File: src/rtl/wsd_pkg.sv
// Package for the WebSocket frame deframer: parse phases, header constants
// and the result record shared by the parser and the top level.
// Depends on nothing.
package wsd_pkg;

    // Parse phases of one frame.
    typedef enum logic [2:0] {
        PH_FIRST   = 3'd0,
        PH_SECOND  = 3'd1,
        PH_EXTLEN  = 3'd2,
        PH_KEY     = 3'd3,
        PH_PAYLOAD = 3'd4
    } wsd_phase_t;

    // Length code field and the two codes that select an extended length.
    localparam logic [7:0] LEN_MASK   = 8'h7f;
    localparam logic [6:0] LEN_CODE16 = 7'd126;
    localparam logic [6:0] LEN_CODE64 = 7'd127;

    // Header sizes in bytes.
    localparam logic [3:0] BASE_HDR_BYTES = 4'd2;
    localparam logic [3:0] EXT16_BYTES    = 4'd2;
    localparam logic [3:0] EXT64_BYTES    = 4'd8;
    localparam logic [3:0] KEY_BYTES      = 4'd4;

    // Result kinds.
    localparam logic KIND_HEADER = 1'b0;
    localparam logic KIND_DATA   = 1'b1;

    // One result item.
    typedef struct packed {
        logic        result_kind;
        logic        fin_bit;
        logic [2:0]  reserved_bits;
        logic [3:0]  opcode_value;
        logic        masked_frame;
        logic [63:0] payload_size;
        logic [3:0]  header_size;
        logic [7:0]  payload_byte;
        logic        last_of_frame;
    } wsd_result_t;

endpackage

File: src/rtl/wsd_parser.sv
// Frame parser state machine: header fields, extended length, masking key
// and payload byte counting. Builds a result for each payload byte and for the byte that completes a header.
// Depends on wsd_pkg.
module wsd_parser (
    input  logic                 clk,
    input  logic                 rst_n,
    input  logic                 accept,
    input  logic [7:0]           stream_byte,
    output logic                 res_valid,
    output wsd_pkg::wsd_result_t res
);
    import wsd_pkg::*;

    wsd_phase_t  phase_reg, phase_next;
    logic [3:0]  count_reg, count_next;
    logic [7:0]  first_reg, first_next;
    logic        mask_reg, mask_next;
    logic [6:0]  code_reg, code_next;
    logic [63:0] acc_reg, acc_next;
    logic [31:0] key_reg, key_next;
    logic [63:0] remain_reg, remain_next;
    logic [1:0]  kidx_reg, kidx_next;

    logic [3:0]  ext_cur;
    logic [3:0]  hsize_cur;
    logic [3:0]  ext_n;
    logic [3:0]  hsize_n;
    logic [63:0] len_n;
    logic        finish;
    logic        len_zero;
    logic        remain_last;
    logic [7:0]  key_byte;

    // Header size of the frame in progress, from the stored header fields.
    always_comb
    begin
        if (code_reg == LEN_CODE16)
        begin
            ext_cur = EXT16_BYTES;
        end
        else if (code_reg == LEN_CODE64)
        begin
            ext_cur = EXT64_BYTES;
        end
        else
        begin
            ext_cur = 4'd0;
        end
        hsize_cur = BASE_HDR_BYTES + ext_cur + (mask_reg ? KEY_BYTES : 4'd0);
    end

    // Key byte for the current payload byte; the first key byte is the MSB.
    always_comb
    begin
        unique case (kidx_reg)
            2'd0:    key_byte = key_reg[31:24];
            2'd1:    key_byte = key_reg[23:16];
            2'd2:    key_byte = key_reg[15:8];
            default: key_byte = key_reg[7:0];
        endcase
    end

    assign remain_last = (remain_reg <= 64'd1);

    // Next-state logic.
    always_comb
    begin
        phase_next  = phase_reg;
        count_next  = count_reg;
        first_next  = first_reg;
        mask_next   = mask_reg;
        code_next   = code_reg;
        acc_next    = acc_reg;
        key_next    = key_reg;
        remain_next = remain_reg;
        kidx_next   = kidx_reg;
        finish      = 1'b0;
        unique case (phase_reg)
            PH_SECOND:
            begin
                mask_next  = stream_byte[7];
                code_next  = stream_byte[6:0] & LEN_MASK[6:0];
                acc_next   = 64'd0;
                key_next   = 32'd0;
                count_next = BASE_HDR_BYTES;
                if (code_next == LEN_CODE16 || code_next == LEN_CODE64)
                begin
                    phase_next = PH_EXTLEN;
                end
                else if (stream_byte[7])
                begin
                    phase_next = PH_KEY;
                end
                else
                begin
                    finish = 1'b1;
                end
            end
            PH_EXTLEN:
            begin
                acc_next   = {acc_reg[55:0], stream_byte};
                count_next = count_reg + 4'd1;
                if (count_next >= BASE_HDR_BYTES + ext_cur)
                begin
                    if (mask_reg)
                    begin
                        phase_next = PH_KEY;
                    end
                    else
                    begin
                        finish = 1'b1;
                    end
                end
            end
            PH_KEY:
            begin
                key_next   = {key_reg[23:0], stream_byte};
                count_next = count_reg + 4'd1;
                if (count_next >= hsize_cur)
                begin
                    finish = 1'b1;
                end
            end
            PH_PAYLOAD:
            begin
                kidx_next = kidx_reg + 2'd1;
                if (remain_last)
                begin
                    remain_next = 64'd0;
                    phase_next  = PH_FIRST;
                end
                else
                begin
                    remain_next = remain_reg - 64'd1;
                end
            end
            default:
            begin
                first_next = stream_byte;
                count_next = 4'd1;
                phase_next = PH_SECOND;
            end
        endcase
        // Header size and decoded length, from the updated header fields.
        if (code_next == LEN_CODE16)
        begin
            ext_n = EXT16_BYTES;
        end
        else if (code_next == LEN_CODE64)
        begin
            ext_n = EXT64_BYTES;
        end
        else
        begin
            ext_n = 4'd0;
        end
        hsize_n  = BASE_HDR_BYTES + ext_n + (mask_next ? KEY_BYTES : 4'd0);
        len_n    = (ext_n != 4'd0) ? acc_next : {57'd0, code_next};
        len_zero = (len_n == 64'd0);
        // A completed header loads the payload counter.
        if (finish)
        begin
            remain_next = len_n;
            kidx_next   = 2'd0;
            phase_next  = len_zero ? PH_FIRST : PH_PAYLOAD;
        end
    end

    // Result for the byte at hand.
    always_comb
    begin
        res_valid         = finish || (phase_reg == PH_PAYLOAD);
        res.fin_bit       = first_next[7];
        res.reserved_bits = first_next[6:4];
        res.opcode_value  = first_next[3:0];
        res.masked_frame  = mask_next;
        res.payload_size  = len_n;
        res.header_size   = hsize_n;
        if (phase_reg == PH_PAYLOAD)
        begin
            res.result_kind   = KIND_DATA;
            res.payload_byte  = stream_byte ^ (mask_reg ? key_byte : 8'd0);
            res.last_of_frame = remain_last;
        end
        else
        begin
            res.result_kind   = KIND_HEADER;
            res.payload_byte  = 8'd0;
            res.last_of_frame = len_zero;
        end
    end

    // State registers, updated on each accepted byte.
    always_ff @(posedge clk or negedge rst_n)
    begin
        if (!rst_n)
        begin
            phase_reg  <= PH_FIRST;
            count_reg  <= 4'd0;
            first_reg  <= 8'd0;
            mask_reg   <= 1'b0;
            code_reg   <= 7'd0;
            acc_reg    <= 64'd0;
            key_reg    <= 32'd0;
            remain_reg <= 64'd0;
            kidx_reg   <= 2'd0;
        end
        else if (accept)
        begin
            phase_reg  <= phase_next;
            count_reg  <= count_next;
            first_reg  <= first_next;
            mask_reg   <= mask_next;
            code_reg   <= code_next;
            acc_reg    <= acc_next;
            key_reg    <= key_next;
            remain_reg <= remain_next;
            kidx_reg   <= kidx_next;
        end
    end

endmodule

File: src/rtl/websocket_frame_deframer.sv
// Top level of the WebSocket frame deframer: input handshake, parser and
// the registered result stage. Depends on wsd_pkg and wsd_parser.
//
//   channel  direction  handshake             payload
//   input    in         in_valid / in_ready   stream_byte
//   output   out        out_valid / out_ready result fields, one port each
//
// One byte is accepted per cycle while in_ready is high; its result, if any,
// appears in the next cycle in the single result register behind the parser
// state. in_ready is high whenever the output register is empty or is being
// drained, so a stall on the output side holds the input only while a result
// is waiting. Reset clears the parser state and empties the output register.
module websocket_frame_deframer (
    input  logic        clk,
    input  logic        rst_n,
    input  logic        in_valid,
    output logic        in_ready,
    input  logic [7:0]  stream_byte,
    output logic        out_valid,
    input  logic        out_ready,
    output logic        result_kind,
    output logic        fin_bit,
    output logic [2:0]  reserved_bits,
    output logic [3:0]  opcode_value,
    output logic        masked_frame,
    output logic [63:0] payload_size,
    output logic [3:0]  header_size,
    output logic [7:0]  payload_byte,
    output logic        last_of_frame
);
    import wsd_pkg::*;

    logic        accept;
    logic        res_valid;
    wsd_result_t res;
    wsd_result_t out_reg;
    logic        out_valid_reg, out_valid_next;

    assign in_ready = !out_valid_reg || out_ready;
    assign accept   = in_valid && in_ready;

    wsd_parser u_parser (
        .clk         (clk),
        .rst_n       (rst_n),
        .accept      (accept),
        .stream_byte (stream_byte),
        .res_valid   (res_valid),
        .res         (res)
    );

    // Output register occupancy.
    always_comb
    begin
        out_valid_next = out_valid_reg;
        if (in_ready)
        begin
            out_valid_next = accept && res_valid;
        end
    end

    always_ff @(posedge clk or negedge rst_n)
    begin
        if (!rst_n)
        begin
            out_valid_reg <= 1'b0;
        end
        else
        begin
            out_valid_reg <= out_valid_next;
        end
    end

    // Result payload, loaded when a transaction produces a result.
    always_ff @(posedge clk)
    begin
        if (accept && res_valid)
        begin
            out_reg <= res;
        end
    end

    assign out_valid     = out_valid_reg;
    assign result_kind   = out_reg.result_kind;
    assign fin_bit       = out_reg.fin_bit;
    assign reserved_bits = out_reg.reserved_bits;
    assign opcode_value  = out_reg.opcode_value;
    assign masked_frame  = out_reg.masked_frame;
    assign payload_size  = out_reg.payload_size;
    assign header_size   = out_reg.header_size;
    assign payload_byte  = out_reg.payload_byte;
    assign last_of_frame = out_reg.last_of_frame;

endmodule

File: config.mk
export PLATFORM = sky130hd
export DESIGN_NAME = websocket_frame_deframer
export DESIGN_NICKNAME = d
export VERILOG_FILES = /design/src/rtl/wsd_pkg.sv /design/src/rtl/wsd_parser.sv /design/src/rtl/websocket_frame_deframer.sv
export SDC_FILE = /design/constraint.sdc
export NUM_CORES = 1
export LEC_CHECK = 0
export BUFFER_PORTS_ARGS = -buffer_cell sky130_fd_sc_hd__buf_2
export CAP_MARGIN = 0
export CELL_PAD_IN_SITES_DETAIL_PLACEMENT = 2
export CELL_PAD_IN_SITES_GLOBAL_PLACEMENT = 2
export CORE_ASPECT_RATIO = 1.25
export CORE_MARGIN = 1.5
export CORE_UTILIZATION = 36
export CTS_BUF_LIST = sky130_fd_sc_hd__clkbuf_8
export DETAILED_ROUTE_END_ITERATION = 8
export GPL_ROUTABILITY_DRIVEN = 0
export PLACE_DENSITY_LB_ADDON = 0.1
export SYNTH_ARGS = -nofsm -noshare
export SYNTH_HDL_FRONTEND = slang
export SYNTH_SLANG_ARGS = --single-unit
File: constraint.sdc
create_clock -name clk -period 5.8 [get_ports clk]
set_input_delay 1.45 -clock clk [delete_from_list [all_inputs] [get_ports clk]]
set_output_delay 1.45 -clock clk [all_outputs]
set_load 0.02 [all_outputs]
* After elaboration in Yosys (flattened, before gate mapping)
Index checks and enable logic that the tools add are counted.
** Word-level totals
- Output and inout port bits :: 89
- Memories :: 0
- ROM bits :: 0
- Bits in writable memories :: 0
- Latch bits :: 0
- Register bits :: 273
** Cells by class
- Reductions and logical operators :: 17
- Eq/ne operators :: 17
- Bitwise gates (word level) :: 2
- Shifts and indexed selects :: 0
- $mul :: 0
- Muxes and demuxes :: 36
- Magnitude comparators :: 3
- Add/sub/neg operators :: 7
- Div/mod/pow operators :: 0
** Operators by type and width (count)
- $mux W64 :: 4
- $pmux W64 S2 :: 1
- $le A64 B1 Y1 const B :: 1
- $logic_not A64 Y1 :: 1
- $pmux W32 S2 :: 1
- $sub A64 B1 Y64 const B :: 1
- $eq A7 B7 Y1 const B :: 6
- $mux W3 :: 9
- $pmux W8 S3 :: 1
- $mux W4 :: 4
- $mux W8 :: 2
- $pmux W3 S4 :: 1
- $pmux W4 S3 :: 1
- $ne A3 B1 Y1 const B :: 3
- $add A2 B4 Y4 const A :: 2
- $add A4 B4 Y4 :: 2
- $ge A4 B4 Y1 :: 2
- $mux W1 :: 8
- $xor A8 B8 Y8 :: 1
- $mux W7 :: 1
- $eq A3 B2 Y1 const B :: 2
- $reduce_and A2 Y1 :: 3
- $reduce_and A6 Y1 :: 1
- $add A4 B1 Y4 const B :: 1
- 18 further kinds :: 23

* Longest topological paths before layout
- Depth after elaboration :: 10
- Depth in mapped cells :: 14
- Depth with buffers taken out :: 12

* Hierarchy
Synthesis repeated with hierarchy kept, for this count alone.
** Unflattened totals
- Cell total of the unflattened synthesis :: 1459
- Area, all modules :: 14204.9 sq um
** Modules (own cells, without submodules)
- wsd_parser :: seq. area each 4629.4 sq um, instances 1, area an instance 11523.6 sq um, cells each 1366
- websocket_frame_deframer :: seq. area each 2637.5 sq um, instances 1, area an instance 2681.3 sq um, cells each 93

* Worst setup path after synthesis
Ideal clock, no wire load.
- Path kind :: input to register
- Start :: in stream_byte[3]
- End :: reg out_reg (netlist bit fin_bit) (enable)
- Data required time :: 5.317 ns
- Setup slack :: 0.040 ns
- Stages :: 9
- Arrival :: 5.277 ns
- Library setup time :: 0.483 ns
- Cell sequence :: clkbuf_1 nand4_1 o21ai_0 a21boi_0 o32ai_2 o21ai_1 inv_1 buf_2 clkbuf_1
** Between the ends
- Cells in the longest elaborated chain, start to end :: 6
- Elaborated cells between the ends (all ways) :: 7
- Classes of those cells :: eq/ne: 2; mux: 2; reduce/logical: 3
** RTL lines
- from (decl) :: line websocket_frame_deframer.sv:18 : input logic [7:0] stream_byte,
- $eq A7 B7 Y1 :: line wsd_parser.sv:86 : if (code_next == LEN_CODE16 || code_next == LEN_CODE64)
- $logic_or A1 B1 Y1 * :: line wsd_parser.sv:86
- $mux W1 * :: line wsd_parser.sv:86
- $pmux W1 S3 * :: line wsd_parser.sv:78 : unique case (phase_reg)
- $logic_or A1 B1 Y1 * :: line wsd_parser.sv:172 : res_valid = finish || (phase_reg == PH_PAYLOAD);
- $logic_and A1 B1 Y1 * :: line websocket_frame_deframer.sv:76 : if (accept && res_valid)
- to (signal assigned) :: line websocket_frame_deframer.sv:78 : out_reg <= res;
- to (decl) :: line websocket_frame_deframer.sv:36 : wsd_result_t out_reg;
Every way passes the cells marked *; elsewhere a longest branch is shown, timed or not.
A chain may end at the register's enable or synchronous reset.

==> metrics <==
drt first pass iters 5; Die W 180 µm; die area 40200 µm²; asr flop ratio synth 68.4%; die height 224 µm; syn_nets 1490; Data required, critical path 6.17 ns; GRT Total Usage 26.4%; Slew Viols, Final 0; critical path type flop to flop; dpl ws 1.43 ns; Least-Margin Pin Slew 1.17 ns; via total after detailed routing 12.5k; crit end category flop; first-pass GRT wire length 82100 µm; setup TNS 0 ns; worst setup path start u_parser.phase_reg[1]; vias in the first global route 13.4k; CTS Sinks 272; Rows 80; Layout area overhead 14.4%; cts bufs inserted 51; Final Hold Viols 0; share of layout cells above drive strength 1 16.3%; commonest non-fill, non-tap cell in the layout nand2_1; final setup margin 1.53 ns; R2R depth 8; Worst Clk Skew 0.0249 ns; Most used DFF post-synth dfrtp_1; peak supply drop 0.246 mV; top sig layer met4; Core Footprint 38300 µm²; clock slew at reported path FFs 0.06 ns; # port buffers 99; drt total wl 53400 µm; Post-CTS Hold Buffers 0; Routed wire per std cell 25.8 µm; status completed; crit-path max FO 51; io pins 101; initial DRC count 844; Synth Warn # 0; Setup violations, final 0; PostCTS Resize Cnt 0; max-cap viol count 0; Nets 1561; Antenna diodes 0; largest net degree at the start of global routing 133; postcts setup bufs 0; met3 WL 2110 µm; Post-Layout Inst Area 16100 µm²; Leak 6.48 nW; final worst path period share 73.6%; CP startpoint kind flop; r2r setup slk 1.53 ns; Slew headroom 21.6%; PD cells 609 nW/µm²; initial antenna violation count 0; antenna-violating nets left 0; min-delay worst type flop to flop; R2R Path Start u_parser.phase_reg[1]; Final Non-Filler Cells 2071; hold endpoint u_parser.remain_reg[52]; CTS tree done; Seq cells post-synth 272; Worst-Skew Late Latency 0.62 ns; hpwl dp 36500 µm; Cell Area, Placed 15000 µm²; RSZ-0062 raised after global routing no; Max Fclk 0.234 GHz; post-synthesis sequential area ratio 51.5%; synthesized cell area 14000 µm²; drt via density 6.04; Worst EP arrival 4.63 ns; Post-synth EDFFs 86; reg2reg end last_of_frame; H-tree levels 2; Placed Instances 1976; Mapped Cells 1466; DRC violations left 0; Starting Density 36.6%; WHS Path Cells 1; GRT overflow 0; post-synthesis cell type count 78; fin crit period 4.27 ns; Syn Area/Cell 9.58 µm²; CTS max path bufs 3; metal2 WL 26900 µm; wl on met1 22700 µm; most frequent cells in the layout nand2_1 (211), dfrtp_1 (184), o21ai_0 (141); Hold Startpoint u_parser.remain_reg[52]; CTS Root Buffer Type clkbuf_8
## per-layer routing
| layer | track usage [%] | up-vias |
|---|---|---|
| met5 | 0 | - |
| met4 | 9.41 | 0 |
| met3 | 3.30 | 95 |
| met2 | 45.8 | 297 |
| met1 | 33.8 | 6513 |
| li1 | - | 5596 |
## where the power goes
group          switching [mW]  internal, mW  total [mW]
registers               0.651          2.74        3.40
logic                    3.11          1.35        4.47
clock network           0.888          1.04        1.93
total                    4.65          5.14        9.79
## cell families after synthesis
family | Yosys count | synth area share, %
muxes | 14 | 1.11
DFF | 272 | 51.5
xor gates and xnor gates | 13 | 0.811
other | 1 | 0.0267
adders and majority gates | 12 | 1.07
and+or+nand+nor | 582 | 20.3
buffers and inverters | 142 | 4.17
AOI/OAI and AO/OA | 430 | 20.9
## per-stage QoR
step	total power [mW]	hold WS (ns)	util, %
finish	9.79	0.483	41.9
global route	10.4	0.513	41.9
CTS	9.85	0.484	41.9
detailed placement	7.88	0.471	39.2
global placement	7.72	0.452	39.2
floorplan	6.09	0.440	-
## how the worst max path moves through the flow
stage          depth (start not counted)  slack [ns]          endpoint
5_1_grt                                8        1.25     last_of_frame
6_report                               8        1.53     last_of_frame
3_3_place_gp                           8        1.55  reserved_bits[1]
3_5_place_dp                           8        1.43   opcode_value[1]
2_1_floorplan                          9        0.04           fin_bit
4_1_cts                               11        1.56   opcode_value[3]
## area by class of cell
class                      instances  area, µm²
timing repair buffer             135        787
inverter                          25       98.8
clock buffer                      61        840
tap                              492        616
multi-input combinational       1052       6290
fill                            4211      22300
sequential                       272       7240
clock inverter                    34        196
## synth_stat cells, types with 23 or more instances
library cell  number  area share [%]
and3_1            30             1.3
nand3_1           30             1.1
dfrtp_1          186              33
edfxtp_1          86              18
nor3_1            42             1.5
a221oi_1          26             1.6
o22ai_1           31             1.4
nor2_1           117             3.1
and2_1            28             1.2
o21ai_1           31             1.1
o21ai_0          141             5.0
a21oi_1           23            0.82
nand2_1          212             5.7
a22oi_1           24             1.3
clkbuf_1          98             2.6
inv_1             23            0.61
a22o_1            59             3.7
## critical path, cell delays in order (launching register included)
cell	delay [ns]
dfrtp_2	0.98
o21bai_4	0.27
buf_4	0.30
a221oi_1	0.69
nand4_1	0.42
or4_1	0.63
o21ai_0	0.18
nand4_1	0.16
o21ai_0	0.40
Note: power is estimated with default switching activity, not from simulation.
